`src/nsr_pkg.sv`:
```
`timescale 1ns / 1ps
`default_nettype none
// ----------------------------------------------------------------------------
// nsr_pkg
// Shared constants, register indexes and control types of the Newton square
// root unit.
// ----------------------------------------------------------------------------
package nsr_pkg;

   // default number format: unsigned Q16.16
   localparam int FRAC_BITS_DEFAULT   = 16;
   localparam int VALUE_WIDTH_DEFAULT = 32;

   // configuration register layout
   localparam int TOL_W      = 16;
   localparam int STEP_W     = 7;
   localparam int CSR_IDX_W  = 2;
   localparam int CSR_DATA_W = 16;
   localparam int MAX_STEPS  = 64;

   localparam logic [TOL_W-1:0]  TOLERANCE_RESET  = TOL_W'(1);
   localparam logic [STEP_W-1:0] STEP_LIMIT_RESET = STEP_W'(40);

   localparam logic [CSR_IDX_W-1:0] CSR_TOLERANCE  = CSR_IDX_W'(0);
   localparam logic [CSR_IDX_W-1:0] CSR_STEP_LIMIT = CSR_IDX_W'(1);

   // controller states
   typedef enum logic [3:0] {
      ST_IDLE   = 4'b0001,
      ST_PREP   = 4'b0010,
      ST_DIVIDE = 4'b0100,
      ST_EMIT   = 4'b1000
   } state_type;

   // controller to datapath
   typedef struct packed {
      logic load;       // capture radicand and initial guess
      logic div_start;  // launch a division of radicand by guess
      logic emit;       // write result register and advance the guess
   } cmd_type;

   // datapath to controller
   typedef struct packed {
      logic held_zero;  // captured radicand is zero
      logic div_done;   // quotient ready
      logic step_last;  // result about to be written ends this item
      logic out_free;   // result register can take a new item
   } status_type;

endpackage
`default_nettype wire

```
`src/nsr_divider.sv`:
```
`timescale 1ns / 1ps
`default_nettype none
// ----------------------------------------------------------------------------
// nsr_divider
// Restoring divider, one quotient bit per cycle: floor(n * 2^FRAC_BITS / d),
// saturated to all ones when the quotient does not fit in VALUE_WIDTH bits.
// ----------------------------------------------------------------------------
module nsr_divider #(
   parameter int FRAC_BITS   = nsr_pkg::FRAC_BITS_DEFAULT,
   parameter int VALUE_WIDTH = nsr_pkg::VALUE_WIDTH_DEFAULT
) (
   input  wire logic                   clock,
   input  wire logic                   reset,
   input  wire logic                   start,
   input  wire logic [VALUE_WIDTH-1:0] dividend,
   input  wire logic [VALUE_WIDTH-1:0] divisor,
   output logic                        done,
   output logic [VALUE_WIDTH-1:0]      quotient
);
   import nsr_pkg::*;

   localparam int DIV_STEPS = VALUE_WIDTH + FRAC_BITS;
   localparam int CNT_W     = $clog2(DIV_STEPS + 1);

   logic [VALUE_WIDTH:0]   rem_ff, rem_in;
   logic [VALUE_WIDTH-1:0] quo_ff, quo_in;
   logic [VALUE_WIDTH-1:0] num_ff, num_in;
   logic [VALUE_WIDTH-1:0] den_ff, den_in;
   logic [CNT_W-1:0]       cnt_ff, cnt_in;
   logic                   busy_ff, busy_in;
   logic                   sat_ff, sat_in;
   logic                   done_ff, done_in;

   logic [VALUE_WIDTH:0]   shifted;
   logic                   fits;

   // one restoring step: shift in the next numerator bit, trial subtract
   always_comb begin
      shifted = {rem_ff[VALUE_WIDTH-1:0], num_ff[VALUE_WIDTH-1]};
      fits    = shifted >= {1'b0, den_ff};
      rem_in  = rem_ff;
      quo_in  = quo_ff;
      num_in  = num_ff;
      den_in  = den_ff;
      cnt_in  = cnt_ff;
      busy_in = busy_ff;
      sat_in  = sat_ff;
      done_in = 1'b0;
      if (start) begin
         rem_in  = '0;
         quo_in  = '0;
         num_in  = dividend;
         den_in  = divisor;
         cnt_in  = CNT_W'(DIV_STEPS);
         busy_in = 1'b1;
         sat_in  = 1'b0;
      end else if (busy_ff) begin
         rem_in = fits ? (shifted - {1'b0, den_ff}) : shifted;
         sat_in = sat_ff | quo_ff[VALUE_WIDTH-1];
         quo_in = {quo_ff[VALUE_WIDTH-2:0], fits};
         num_in = {num_ff[VALUE_WIDTH-2:0], 1'b0};
         cnt_in = cnt_ff - CNT_W'(1);
         if (cnt_ff == CNT_W'(1)) begin
            busy_in = 1'b0;
            done_in = 1'b1;
         end
      end
   end

   // hold control state under reset
   always_ff @(posedge clock) begin
      if (reset) begin
         busy_ff <= 1'b0;
         done_ff <= 1'b0;
         cnt_ff  <= '0;
      end else begin
         busy_ff <= busy_in;
         done_ff <= done_in;
         cnt_ff  <= cnt_in;
      end
   end

   // datapath registers
   always_ff @(posedge clock) begin
      rem_ff <= rem_in;
      quo_ff <= quo_in;
      num_ff <= num_in;
      den_ff <= den_in;
      sat_ff <= sat_in;
   end

   assign done     = done_ff;
   assign quotient = sat_ff ? '1 : quo_ff;

endmodule
`default_nettype wire

```
`src/nsr_datapath.sv`:
```
`timescale 1ns / 1ps
`default_nettype none
// ----------------------------------------------------------------------------
// nsr_datapath
// Guess register, step counter, stop tests and result register of the Newton
// square root unit, with the shared divider.
// ----------------------------------------------------------------------------
module nsr_datapath #(
   parameter int FRAC_BITS   = nsr_pkg::FRAC_BITS_DEFAULT,
   parameter int VALUE_WIDTH = nsr_pkg::VALUE_WIDTH_DEFAULT
) (
   input  wire logic                        clock,
   input  wire logic                        reset,
   input  wire nsr_pkg::cmd_type            cmd,
   output nsr_pkg::status_type              status,
   input  wire logic [nsr_pkg::TOL_W-1:0]   tolerance,
   input  wire logic [nsr_pkg::STEP_W-1:0]  step_limit,
   input  wire logic [VALUE_WIDTH-1:0]      req_radicand,
   output logic                             rsp_valid,
   input  wire logic                        rsp_ready,
   output logic [VALUE_WIDTH-1:0]           rsp_approximation,
   output logic                             rsp_last_result,
   output logic                             rsp_limit_hit
);
   import nsr_pkg::*;

   // wide enough to hold 1.0 even when it exceeds the value range
   localparam int CW = (VALUE_WIDTH > FRAC_BITS) ? VALUE_WIDTH + 1 : FRAC_BITS + 1;
   localparam int DW = (VALUE_WIDTH > TOL_W) ? VALUE_WIDTH : TOL_W;
   localparam logic [CW-1:0] ONE_WIDE = CW'(1) << FRAC_BITS;

   logic [VALUE_WIDTH-1:0] held_ff;
   logic [VALUE_WIDTH-1:0] guess_ff, guess_in;
   logic [STEP_W-1:0]      step_ff, step_in;
   logic                   out_valid_ff, out_valid_in;
   logic [VALUE_WIDTH-1:0] out_value_ff;
   logic                   out_last_ff, out_limit_ff;

   logic [VALUE_WIDTH-1:0] quotient;
   logic                   div_done;
   logic [VALUE_WIDTH-1:0] start_guess;
   logic [VALUE_WIDTH:0]   sum;
   logic [VALUE_WIDTH-1:0] next_guess;
   logic [VALUE_WIDTH-1:0] drop;
   logic                   converged;
   logic [STEP_W-1:0]      limit_eff;
   logic                   at_limit;
   logic                   held_zero;
   logic                   out_free;

   nsr_divider #(
      .FRAC_BITS   (FRAC_BITS),
      .VALUE_WIDTH (VALUE_WIDTH)
   ) u_divider (
      .clock    (clock),
      .reset    (reset),
      .start    (cmd.div_start),
      .dividend (held_ff),
      .divisor  (cmd.emit ? next_guess : guess_ff),
      .done     (div_done),
      .quotient (quotient)
   );

   // start at max(n, 1.0); 1.0 is cut to the value range
   assign start_guess = (CW'(req_radicand) > ONE_WIDE)
                        ? req_radicand : ONE_WIDE[VALUE_WIDTH-1:0];

   // average of guess and quotient, rounded down, and the stop tests
   always_comb begin
      sum = {1'b0, guess_ff >> 1} + {1'b0, quotient >> 1}
          + (VALUE_WIDTH + 1)'(guess_ff[0] & quotient[0]);
      next_guess = sum[VALUE_WIDTH-1:0];
      drop       = guess_ff - next_guess;
      converged  = !(guess_ff >= next_guess && DW'(drop) >= DW'(tolerance));
      priority if (step_limit == '0) begin
         limit_eff = STEP_W'(1);
      end else if (step_limit > STEP_W'(MAX_STEPS)) begin
         limit_eff = STEP_W'(MAX_STEPS);
      end else begin
         limit_eff = step_limit;
      end
      at_limit = (step_ff + STEP_W'(1)) >= limit_eff;
   end

   assign held_zero = held_ff == '0;
   assign out_free  = !out_valid_ff || rsp_ready;

   // advance guess and step count
   always_comb begin
      guess_in = guess_ff;
      step_in  = step_ff;
      if (cmd.load) begin
         guess_in = start_guess;
         step_in  = '0;
      end else if (cmd.emit) begin
         guess_in = held_zero ? '0 : next_guess;
         step_in  = step_ff + STEP_W'(1);
      end
   end

   // result register: hold while stalled, drop when taken
   always_comb begin
      out_valid_in = out_valid_ff;
      if (cmd.emit) begin
         out_valid_in = 1'b1;
      end else if (rsp_ready) begin
         out_valid_in = 1'b0;
      end
   end

   always_ff @(posedge clock) begin
      if (reset) begin
         out_valid_ff <= 1'b0;
         step_ff      <= '0;
      end else begin
         out_valid_ff <= out_valid_in;
         step_ff      <= step_in;
      end
   end

   always_ff @(posedge clock) begin
      guess_ff <= guess_in;
      if (cmd.load) begin
         held_ff <= req_radicand;
      end
      if (cmd.emit) begin
         out_value_ff <= held_zero ? '0 : next_guess;
         out_last_ff  <= held_zero | converged | at_limit;
         out_limit_ff <= !held_zero & !converged & at_limit;
      end
   end

   always_comb begin
      status.held_zero = held_zero;
      status.div_done  = div_done;
      status.step_last = held_zero | converged | at_limit;
      status.out_free  = out_free;
   end

   assign rsp_valid         = out_valid_ff;
   assign rsp_approximation = out_value_ff;
   assign rsp_last_result   = out_last_ff;
   assign rsp_limit_hit     = out_limit_ff;

endmodule
`default_nettype wire

```
`src/nsr_controller.sv`:
```
`timescale 1ns / 1ps
`default_nettype none
// ----------------------------------------------------------------------------
// nsr_controller
// Sequencer of the Newton square root unit: accept an item, run divisions,
// emit each approximation and stop on convergence or the step limit.
// ----------------------------------------------------------------------------
module nsr_controller (
   input  wire logic                clock,
   input  wire logic                reset,
   input  wire logic                req_valid,
   output logic                     req_ready,
   input  wire nsr_pkg::status_type status,
   output nsr_pkg::cmd_type         cmd
);
   import nsr_pkg::*;

   state_type state_ff, state_in;

   always_comb begin
      state_in      = state_ff;
      cmd.load      = 1'b0;
      cmd.div_start = 1'b0;
      cmd.emit      = 1'b0;
      req_ready     = 1'b0;
      unique case (state_ff)
         ST_IDLE: begin
            req_ready = 1'b1;
            if (req_valid) begin
               cmd.load = 1'b1;
               state_in = ST_PREP;
            end
         end
         ST_PREP: begin
            // a zero radicand skips the divider
            if (status.held_zero) begin
               state_in = ST_EMIT;
            end else begin
               cmd.div_start = 1'b1;
               state_in      = ST_DIVIDE;
            end
         end
         ST_DIVIDE: begin
            if (status.div_done) begin
               state_in = ST_EMIT;
            end
         end
         ST_EMIT: begin
            // wait for room in the result register
            if (status.out_free) begin
               cmd.emit = 1'b1;
               if (status.step_last) begin
                  state_in = ST_IDLE;
               end else begin
                  cmd.div_start = 1'b1;
                  state_in      = ST_DIVIDE;
               end
            end
         end
         default: begin
            state_in = ST_IDLE;
         end
      endcase
   end

   always_ff @(posedge clock) begin
      if (reset) begin
         state_ff <= ST_IDLE;
      end else begin
         state_ff <= state_in;
      end
   end

endmodule
`default_nettype wire

```
`src/newton_square_root_unit.sv`:
```
`timescale 1ns / 1ps
`default_nettype none
// ----------------------------------------------------------------------------
// newton_square_root_unit
// Square root of an unsigned fixed-point value by Newton steps, one result
// item per step.
// ----------------------------------------------------------------------------
// Usage:
//   req_* channel takes one radicand item (unsigned, FRAC_BITS fractional bits).
//   rsp_* channel returns every approximation in turn; rsp_last_result marks
//   the final one and rsp_limit_hit is set on it when the step limit, not
//   convergence, ended the run. A zero radicand gives one result of zero.
//   csr_* writes tolerance (index 0) and step_limit (index 1); write only
//   while idle. csr_ready is always high; other indexes are ignored.
// Sequencing:
//   Each Newton step costs one division in the bit-serial divider, plus
//   control; a zero radicand skips the divider.
//   One item is worked on at a time; req_ready is high only when idle.
// Reset and stall:
//   Reset (synchronous) empties the result register, returns to idle and
//   restores tolerance 1 and step_limit 40. When rsp_ready is low the current
//   result is held, the next division still runs, and emission waits.
// ----------------------------------------------------------------------------
module newton_square_root_unit #(
   parameter int FRAC_BITS   = nsr_pkg::FRAC_BITS_DEFAULT,
   parameter int VALUE_WIDTH = nsr_pkg::VALUE_WIDTH_DEFAULT
) (
   input  wire logic                            clock,
   input  wire logic                            reset,
   input  wire logic                            req_valid,
   output logic                                 req_ready,
   input  wire logic [VALUE_WIDTH-1:0]          req_radicand,
   output logic                                 rsp_valid,
   input  wire logic                            rsp_ready,
   output logic [VALUE_WIDTH-1:0]               rsp_approximation,
   output logic                                 rsp_last_result,
   output logic                                 rsp_limit_hit,
   input  wire logic                            csr_valid,
   output logic                                 csr_ready,
   input  wire logic [nsr_pkg::CSR_IDX_W-1:0]   csr_index,
   input  wire logic [nsr_pkg::CSR_DATA_W-1:0]  csr_data
);
   import nsr_pkg::*;

   logic [TOL_W-1:0]  tolerance_ff;
   logic [STEP_W-1:0] step_limit_ff;
   cmd_type           cmd;
   status_type        status;

   assign csr_ready = 1'b1;

   // configuration registers
   always_ff @(posedge clock) begin
      if (reset) begin
         tolerance_ff  <= TOLERANCE_RESET;
         step_limit_ff <= STEP_LIMIT_RESET;
      end else if (csr_valid) begin
         if (csr_index == CSR_TOLERANCE) begin
            tolerance_ff <= csr_data[TOL_W-1:0];
         end
         if (csr_index == CSR_STEP_LIMIT) begin
            step_limit_ff <= csr_data[STEP_W-1:0];
         end
      end
   end

   nsr_controller u_controller (
      .clock     (clock),
      .reset     (reset),
      .req_valid (req_valid),
      .req_ready (req_ready),
      .status    (status),
      .cmd       (cmd)
   );

   nsr_datapath #(
      .FRAC_BITS   (FRAC_BITS),
      .VALUE_WIDTH (VALUE_WIDTH)
   ) u_datapath (
      .clock             (clock),
      .reset             (reset),
      .cmd               (cmd),
      .status            (status),
      .tolerance         (tolerance_ff),
      .step_limit        (step_limit_ff),
      .req_radicand      (req_radicand),
      .rsp_valid         (rsp_valid),
      .rsp_ready         (rsp_ready),
      .rsp_approximation (rsp_approximation),
      .rsp_last_result   (rsp_last_result),
      .rsp_limit_hit     (rsp_limit_hit)
   );

endmodule
`default_nettype wire
```
`config.mk`:
```
export PLATFORM = sky130hd
export DESIGN_NAME = newton_square_root_unit
export DESIGN_NICKNAME = d
export VERILOG_FILES = /design/src/nsr_pkg.sv /design/src/nsr_divider.sv /design/src/nsr_datapath.sv /design/src/nsr_controller.sv /design/src/newton_square_root_unit.sv
export SDC_FILE = /design/constraint.sdc
export NUM_CORES = 1
export LEC_CHECK = 0
export ABC_AREA = 1
export BUFFER_PORTS_ARGS = -buffer_cell sky130_fd_sc_hd__buf_2
export CORE_ASPECT_RATIO = 1.5
export CORE_MARGIN = 5
export CORE_UTILIZATION = 35
export CTS_BUF_LIST = sky130_fd_sc_hd__clkbuf_8
export CTS_CLUSTER_SIZE = 20
export DETAILED_ROUTE_END_ITERATION = 8
export PLACE_DENSITY = 0.51
export REMOVE_ABC_BUFFERS = 1
export SLEW_MARGIN = 10
export SYNTH_ARGS = -nofsm -noshare
export SYNTH_HDL_FRONTEND = slang
export SYNTH_SLANG_ARGS = --single-unit
```
`constraint.sdc`:
```
create_clock -name clock -period 7 [get_ports clock]
set_clock_uncertainty 0.1 [all_clocks]
set_input_delay 2.1 -clock clock [delete_from_list [all_inputs] [get_ports clock]]
set_output_delay 2.1 -clock clock [all_outputs]
set_load 0.1 [all_outputs]
```
# Yosys cells after proc, flatten, opt, wreduce, memory -nomap -nowiden
# Index checks and enable logic that the tools add are counted.
# word_totals
n_memories	0
regBits	270
in_bits	55
elab_cells	97
output_inout_bits	37
mem_bits_ro	0
ram_bits	0
latchBits	0
# classes
mul	0
div_mod_pow	0
bitwise	7
add_sub_neg	6
n_reduce_logical	17
magnitude_cmp	6
eq_ne	9
shifts	0
mux	33
# ops
cell	count
32-bit 2-to-1 mux	9
32-bit subtractor	2
33-bit by 32-bit greater-or-equal comparator with 1-bit output	1
31-bit by 31-bit adder with 32-bit output	1
32-bit adder	1
32-bit by 16-bit greater-or-equal comparator with 1-bit output	1
32-bit greater-or-equal comparator	1
32-bit by 17-bit greater-than comparator with 1-bit output, second input constant	1
32-bit zero test	1
4-bit 2-to-1 mux	4
4-bit case mux with 4 select lines	1
7-bit 2-to-1 mux	2
1-bit 2-to-1 mux	12
6-bit 2-to-1 mux	2
7-bit by 1-bit adder with 7-bit output, second input constant	1
7-bit greater-or-equal comparator	1
7-bit greater-than comparator, second input constant	1
7-bit zero test	1
6-bit by 1-bit equality test with 1-bit output, second input constant	1
2-bit nonzero test	3
6-bit by 1-bit subtractor with 6-bit output, second input constant	1
4-bit by 1-bit equality test with 1-bit output, second input constant	1
4-bit by 2-bit equality test with 1-bit output, second input constant	1
4-bit by 3-bit equality test with 1-bit output, second input constant	1
18 further kinds	27

# Logic depth before layout (Yosys ltp)
# Gate-level depths: netlist (run 1).
# logic_depth
word_depth	14
ltp_mapped	40
depth_no_buf	39

# By module
# From an unflattened synthesis (run 1), not the netlist that was laid out.
# hier_totals
cells_unflattened	2402
area_unflattened_um2	17717.0
# modules_own_cells
mod	cells_each	area_per_inst_um2	n_inst
nsr_datapath	1072	8494.4	1
nsr_divider	1125	7890.1	1
newton_square_root_unit	149	1014.7	1
nsr_controller	56	317.8	1

# Least setup slack after synthesis (run 1)
# No wires, ideal clock.
# synth_path
path_type	reg-to-reg
startpoint	reg u_controller.state_ff[3]
endpoint	reg u_datapath.held_ff[0], enable pin
required_time_ps	6491
setup_ps	409
t_arrival_ps	5504
n_path_buf	1
period_less_slack_ps	6012
path_stages_with_launch	5
setup_slack_ps	988
cell_sequence	dfxtp_1 -> nor4_1 -> nand2_1 -> clkinv_1 -> clkbuf_1
# synth_lines
item	line_no	text
from (decl)	nsr_controller.sv:18	state_type state_ff, state_in;
from (signal assigned)	nsr_controller.sv:70	state_ff <= state_in;
to (signal assigned)	nsr_datapath.sv:124	held_ff <= req_radicand;
to (decl)	nsr_datapath.sv:32	logic [VALUE_WIDTH-1:0] held_ff;

# Worst setup path in the final report (run 1)
# layout_path
startpoint	reg u_datapath.u_divider.sat_ff
endpoint	reg u_datapath.u_divider.num_ff[15], enable pin
# layout_between
elab_chain_cells	13
word_cells_on_any_way	15
cone_classes	add/sub: 3; order compare: 2; mux: 4; bitwise: 3; reduce/logical: 3
# layout_rtl
item	line_no	text
from (decl)	nsr_divider.sv:31	logic sat_ff, sat_in;
from (signal assigned)	nsr_divider.sv:89	sat_ff <= sat_in;
32-bit 2-to-1 mux *	nsr_divider.sv:93	assign quotient = sat_ff ? '1 : quo_ff;
31-bit by 31-bit adder with 32-bit output / 1-bit AND (equally long branches)	nsr_datapath.sv:70, nsr_datapath.sv:71	
32-bit adder *	nsr_datapath.sv:71	+ (VALUE_WIDTH + 1)'(guess_ff[0] & quotient[0]);
32-bit subtractor	nsr_datapath.sv:73	drop = guess_ff - next_guess;
32-bit by 16-bit greater-or-equal comparator with 1-bit output	nsr_datapath.sv:74	converged = !(guess_ff >= next_guess && DW'(drop) >= DW'(tolerance));
1-bit logical AND *	nsr_datapath.sv:74	
1-bit zero test *	nsr_datapath.sv:74	
1-bit bitwise OR * (2 in series)	nsr_datapath.sv:136	status.step_last = held_zero | converged | at_limit;
1-bit 2-to-1 mux *	nsr_controller.sv:52	if (status.step_last) begin
2-bit 2-to-1 mux *	nsr_controller.sv:50	if (status.out_free) begin
1-bit case mux with 2 select lines *	nsr_controller.sv:26	unique case (state_ff)
2-bit nonzero test (no source line) *	-	
to (signal assigned)	nsr_divider.sv:87	num_ff <= num_in;
to (decl)	nsr_divider.sv:27	logic [VALUE_WIDTH-1:0] num_ff, num_in;
# Mark *: on every way between the ends. The rest lies on a longest branch, timed or not.
# A chain may end at the register's enable or synchronous reset.

==> impl_metrics.csv, run 1 <==
group,metric,value,unit
floorplan,die_h,276,um
global_routing,antenna_found_initial,2,
synthesis,synth.largest_area_cell,"edfxtp_1",
global_routing,grt_max_degree,66,
cts,cts_setup_buffers,0,
sta,setup_viol,0,
layout,regArea,0.00703,mm^2
power_and_ir_drop,vdd_ir_drop_max,0.164,mV
global_routing,grt_use_total,18.7,%
floorplan,rows,97,
power_and_ir_drop,p_sw_share,32.6,%
drt,dr_total_vias,13900,
sta,tns,0,ns
drt,route.detailed.drc,0,
sta,fmax,157,MHz
cts,clock_path_buffers,3,
worst_setup_path,cp_common_cell,"nand2_1",
worst_setup_path,crit_family,"compound AO/OA/AOI/OAI gates",
cts,clock-sinks,270,
drt,wl_per_cell,17.6,um
status,status,"finished clean",
placed_design,gp_congestion,0.943,
worst_setup_path,cpPeakStageDelay,0.40,ns
global_routing,grt_pass1_wl,76600,um
floorplan,placeableCoreArea,0.0467,mm^2
worst_setup_path,critPathMaxFanout,32,
power_and_ir_drop,internal_power,0.00285,W
synthesis,ys_seq_area_share,42.6,%
power_and_ir_drop,p_per_area,229,mW/mm^2
placed_design,pre_cts_slack,0.669,ns
worst_setup_path,crit_path_end_kind,"flop",
sta,setup_ws,0.650,ns
synthesis,syn_avg_cell_area,8.04,um^2
synthesis,yosysTopAreaCellShare,29.5,%
floorplan,die_area,0.0516,mm^2
synthesis,yosysUniqueCellTypes,50,
sta,slew_violations,0,
drt,routed_via_density,5.01,
job,maxCapViolations,0,
drt,wirelength,48800,um
min_path,hold_depth,2,
worst_setup_path,criticalPathCategory,"reg -> reg",
sta,relSlewSlack,24.4,%
cts,htreeDepth,2,
placed_design,io_buffers,90,
synthesis,synth_edf_count,162,
power_and_ir_drop,clkPwrFrac,33.4,%
drt,first_iter_violations,666,
sta,hold_viol,0,
cts,clock_latency,0.61,ns
min_path,hold_path.class,"reg -> reg",
layout,fin_nets,2316,
synthesis,syn_inst,2052,
synthesis,synthTopCellsByArea,"edfxtp_1 30%, dfxtp_1 13%, nand2_1 12%",
power_and_ir_drop,p_seq_share,43.7,%
floorplan,io_pins,92,
floorplan,start_util,35.3,%
placed_design,dp_hpwl,37600,um
layout,multi_input_area,0.00837,mm^2
worst_setup_path,cp.required,7.14,ns
global_routing,grt_pass1_vias,14300,
worst_setup_path,start_kind,"flop",
cts,clkTransAtPathRegs,0.07,ns
synthesis,ys_ff_latch,270,
layout,drive_gt1_share,11.9,%
cts,cts_tree,"built",
synthesis,synth_warnings,0,
power_and_ir_drop,leakagePower,8.23,nW
synthesis,async_flop_share,0,%
sta,timing.final.crit_share,90.7,%
synthesis,syn_area,0.0165,mm^2
power_and_ir_drop,combPwrFrac,22.9,%
layout,n_fill_cell,4816,
worst_setup_path,cp_data_arrival_time,6.49,ns
power_and_ir_drop,power_switching,0.00138,W
worst_setup_path,ff2ff_path_depth,29,
worst_setup_path,worst-path-buf-inv,2,
floorplan,die_w,187,um
synthesis,synth_ff_type,"edfxtp_1",
cts,cts_resized,0,
cts,cts-root-buf,"clkbuf_8",
cts,hold_buffers,0,
cts,cts_inserted_buffers,46,
layout,syn2layout_area_growth,11.8,%
sta,worstMarginPinSlew,1.13,ns
worst_setup_path,path_depth,29,
sta,fin_crit,6.35,ns
worst_setup_path,crit_path_top_delay_cell,"dfxtp_1",
drt,detail_route.first_pass.iterations,5,
sta,rsz0062_at_grt,"false",
power_and_ir_drop,total_power,0.00423,W
drt,ant_nets,0,
global_routing,grt_overflow,0,
==> cell usage in the layout, fill, tap and decap left out, types with 4 or more instances in the layout <==
cell type,count
nand2_1,533
clkbuf_8,53
xor2_1,40
o211ai_1,15
a21oi_2,22
o21ai_0,122
o21bai_1,4
inv_2,5
buf_2,90
a21oi_1,184
a21o_1,6
inv_1,228
a31oi_1,5
a21boi_0,9
fa_1,4
buf_4,11
ha_1,118
nand2_2,17
nand4_1,25
dfxtp_1,107
o21a_1,13
nand3b_1,4
edfxtp_1,162
a211oi_1,6
xnor2_1,39
clkinv_1,6
nor3_1,19
o21ai_1,4
or2_2,34
nor2_1,127
nand3_1,105
clkinv_2,8
nor4_1,19
==> state kept, by name, summed over array words and instances, names as in the netlist <==
name / count
u_datapath.u_divider.sat_ff: 1
u_datapath.u_divider.cnt_ff: 6
u_datapath.step_ff: 7
step_limit_ff: 7
u_datapath.u_divider.num_ff: 32
u_datapath.rsp_valid: 1
u_datapath.guess_ff: 32
tolerance_ff: 16
u_datapath.u_divider.rem_ff: 32
u_datapath.rsp_limit_hit: 1
u_datapath.rsp_approximation: 32
u_datapath.u_divider.quo_ff: 32
u_datapath.u_divider.done: 1
u_datapath.rsp_last_result: 1
u_datapath.held_ff: 32
u_controller.state_ff: 4
u_datapath.u_divider.den_ff: 32
u_datapath.u_divider.busy_ff: 1
==> final timing paths <==
| path | start | endpoint | slack (ns) |
|---|---|---|---|
| worst max-delay path | u_datapath.u_divider.sat_ff$_SDFFE_PP0P_ | u_datapath.u_divider.num_ff[15]$_DFFE_PP_ | 0.65 |
| worst min-delay path | tolerance_ff[7]$_SDFFE_PP0P_ | tolerance_ff[7]$_SDFFE_PP0P_ | 0.36 |
| worst min register to register | tolerance_ff[7]$_SDFFE_PP0P_ | tolerance_ff[7]$_SDFFE_PP0P_ | 0.36 |
| worst max register to register | u_datapath.u_divider.sat_ff$_SDFFE_PP0P_ | u_datapath.u_divider.num_ff[15]$_DFFE_PP_ | 0.65 |
==> Yosys cell counts, types with 2 or more instances <==
master	number
a21oi_2	22
a21boi_0	9
nand4_1	25
ha_1	118
a21boi_1	3
nand2_1	534
nor2_2	2
o21ai_1	4
clkbuf_1	44
a221oi_1	2
dfxtp_1	108
o21ai_0	122
a211oi_1	6
o21ai_2	2
nand3_2	3
edfxtp_1	162
buf_2	15
buf_6	3
nor2_1	129
or4_1	2
nand3_1	105
inv_1	214
o21bai_1	4
o21a_1	13
nor4_1	19
nand2_2	16
fa_1	4
nor3_1	19
inv_2	3
or2_2	34
a21oi_1	184
a21o_1	6
xor2_1	40
a31oi_1	5
xnor2_1	39
o211ai_1	15
nand3b_1	4
==> tightest hold or removal path, delay by kind of cell (launching register included) <==
kind	cells	cell delay, ns
flip-flops	1	0.29
AO/OA/AOI/OAI	1	0.06
buffers and inverters	1	0.06
==> cell families after synthesis <==
family / count (synthesis) / synth area share [%]
AOI/OAI and AO/OA: 402 / 13.8
and+or+nand+nor: 896 / 23.3
buffers and inverters: 282 / 6.69
DFF: 270 / 42.6
other: 1 / 0.0227
xor gates and xnor gates: 79 / 4.20
adders and majority gates: 122 / 9.44
==> power groups by stage <==
stage               clock, W  combinational (W)  sequential, W
finish               0.00141           0.000968        0.00185
global route         0.00154            0.00111        0.00185
CTS                  0.00146           0.000977        0.00185
detailed placement         0           0.000971        0.00188
global placement           0           0.000962        0.00188
floorplan                  0           0.000695        0.00186
==> metrics by stage <==
stage	cells	hold slack [ns]	util, %	instance area [um^2]
global route	2771	0.386	39.5	18400
detailed placement	2685	0.356	37.5	17500
global placement	2685	0.350	37.5	17500
CTS	2770	0.364	39.5	18400
floorplan	1988	0.335	-	16200
finish	2771	0.360	39.5	18400
==> layout make-up <==
class	count	share of cell area, %
clock inverter	32	0.957
sequential	270	38.1
clock buffer	53	3.96
tap	594	4.03
antenna	1	0.0136
multi-input combinational	1500	45.4
timing repair buffer	103	3.11
inverter	218	4.44
==> routing by layer <==
layer	GRT usage [%]	up-vias	wire, um
li1	-	7079	-
met1	18.8	6433	18000
met2	37.3	265	26700
met3	2.18	119	1420
met4	9.68	0	2750
met5	0	-	0
Power figures use the tool's default switching activity.
==> inputs of run 2 (changes only) <==
--- a/config.mk
+++ b/config.mk
@@ -13,7 +13,7 @@
 export CTS_BUF_LIST = sky130_fd_sc_hd__clkbuf_8
 export CTS_CLUSTER_SIZE = 20
 export DETAILED_ROUTE_END_ITERATION = 8
-export PLACE_DENSITY = 0.51
+export PLACE_DENSITY = 0.52
 export REMOVE_ABC_BUFFERS = 1
 export SLEW_MARGIN = 10
 export SYNTH_ARGS = -nofsm -noshare
==> impl_metrics.csv, run 2 (synthesis gave the netlist of run 1 again) <==
group,metric,value,unit
worst_setup_path,ff2ff_path_depth,36,
floorplan,io_pins,92,
layout,fin_area,0.0186,mm^2
cts,cts-root-buf,"clkbuf_8",
worst_setup_path,r2r_slack,0.91,ns
drt,dr_total_vias,14100,
min_path,hold_path_end,"tolerance_ff[12]$_SDFFE_PP0P_",
worst_setup_path,cp.required,7.46,ns
layout,final_cell_mix,"533 x nand2_1, 227 x inv_1, 184 x a21oi_1, 162 x edfxtp_1, 127 x nor2_1",
worst_setup_path,cp_common_cell,"nand2_1",
min_path,hold_path.class,"reg -> reg",
cts,cts_resized,0,
worst_setup_path,crit_path_top_delay_cell,"fa_1",
worst_setup_path,cpPeakStageDelay,0.39,ns
placed_design,dp_hpwl,38500,um
worst_setup_path,r2r_end,"u_datapath.u_divider.done$_SDFF_PP0_",
cts,clock-sinks,270,
power_and_ir_drop,vdd_ir_drop_max,0.132,mV
worst_setup_path,path_depth,36,
floorplan,placeableCoreArea,0.0467,mm^2
job,maxCapViolations,0,
sta,finalHoldWorstSlack,0.364,ns
worst_setup_path,crit_family,"simple AND/OR/NAND/NOR gates",
worst_setup_path,r2r_start,"u_datapath.u_divider.sat_ff$_SDFFE_PP0P_",
floorplan,die_h,276,um
placed_design,io_buffers,90,
global_routing,grt_pass1_wl,77500,um
drt,first_iter_violations,657,
sta,relSlewSlack,24.4,%
sta,fin_crit,6.09,ns
sta,rsz0062_at_grt,"false",
worst_setup_path,start_kind,"flop",
sta,hold_viol,0,
worst_setup_path,criticalPathCategory,"reg -> reg",
cts,htreeDepth,2,
floorplan,start_util,35.3,%
global_routing,grt_use_total,18.9,%
layout,final_common_cell,"nand2_1",
layout,fin_nets,2321,
layout,syn2layout_area_growth,12.5,%
layout,drive_gt1_share,12.2,%
cts,cts_inserted_buffers,47,
drt,wirelength,49900,um
floorplan,die_w,187,um
drt,detail_route.first_pass.iterations,5,
drt,route.detailed.drc,0,
worst_setup_path,worst-path-buf-inv,2,
global_routing,grt_overflow,0,
drt,ant_nets,0,
sta,setup_ws,0.910,ns
global_routing,grt_max_degree,78,
floorplan,die_area,0.0516,mm^2
floorplan,rows,97,
min_path,min-delay-start,"tolerance_ff[12]$_SDFFE_PP0P_",
cts,clock_path_buffers,3,
placed_design,pre_cts_slack,0.907,ns
status,status,"finished clean",
cts,cts_tree,"built",
power_and_ir_drop,leakagePower,8.27,nW
cts,clkTransAtPathRegs,0.06,ns
min_path,hold_depth,2,
cts,hold_buffers,0,
drt,wl_per_cell,18.0,um
global_routing,antenna_found_initial,1,
sta,setup_viol,0,
global_routing,grt_pass1_vias,14300,
sta,slew_violations,0,
power_and_ir_drop,p_per_area,235,mW/mm^2
cts,cts_setup_buffers,0,
placed_design,gp_congestion,0.964,
placed_design,dpl_cell_area,0.0176,mm^2
sta,tns,0,ns
layout,fin_util,39.7,%
worst_setup_path,crit_path_end_kind,"flop",
worst_setup_path,cp_data_arrival_time,6.55,ns
sta,worstMarginPinSlew,1.13,ns
sta,timing.final.crit_share,87.0,%
worst_setup_path,critPathMaxFanout,36,
sta,fmax,164,MHz
drt,routed_via_density,5.07,
cts,clock_latency,0.64,ns
run 2: cell types whose count changed in the layout (fill, tap and decap cells not counted), sizes merged:
cell and delta:
clkinv -6, buf +4, clkbuf +4, clkinvlp +2, bufinv +1
run 2: stage by stage:
step | cells | total power (W)
floorplan | 1988 | 0.00255
global placement | 2689 | 0.00285
detailed placement | 2689 | 0.00286
CTS | 2775 | 0.00441
global route | 2776 | 0.00461
finish | 2776 | 0.00435
run 2: cell type report:
class / count / area (um^2)
antenna: 1 / 2.50
clock buffer: 57 / 785
clock inverter: 29 / 214
fill: 4810 / 28200
inverter: 218 / 818
multi-input combinational: 1500 / 8370
sequential: 270 / 7030
tap: 594 / 743
timing repair buffer: 107 / 591
run 2: power by group:
group | total (W) | switching [W] | internal [W]
registers | 0.00185 | 0.0000571 | 0.00179
clock network | 0.00153 | 0.000705 | 0.000825
logic | 0.000976 | 0.000647 | 0.000329
total | 0.00435 | 0.00141 | 0.00294
run 2: tightest hold or removal path: stages, from the launching register on:
cell	delay (ns)
dfxtp_1	0.29
inv_1	0.07
a21oi_1	0.06
run 2: per-layer routing:
metal	vias up	routed length, um	part of all wire, %	global-route usage (%)
li1	7098	-	-	-
met1	6588	18200	37	18.7
met2	274	27200	54	38.0
met3	112	1550	3.1	2.20
met4	0	2960	5.9	10.6
met5	-	0	0	0
run 2: how the worst max path moves through the flow:
stage / from / end
finish: u_datapath.u_divider.sat_ff$_SDFFE_PP0P_ / u_datapath.u_divider.done$_SDFF_PP0_
global route: u_datapath.u_divider.sat_ff$_SDFFE_PP0P_ / u_datapath.u_divider.done$_SDFF_PP0_
CTS: u_datapath.u_divider.sat_ff$_SDFFE_PP0P_ / u_datapath.u_divider.done$_SDFF_PP0_
detailed placement: u_datapath.u_divider.sat_ff$_SDFFE_PP0P_ / u_datapath.u_divider.done$_SDFF_PP0_
global placement: u_datapath.u_divider.sat_ff$_SDFFE_PP0P_ / u_datapath.u_divider.done$_SDFF_PP0_
floorplan: rsp_ready / u_datapath.u_divider.num_ff[0]$_SDFFCE_PN0P_
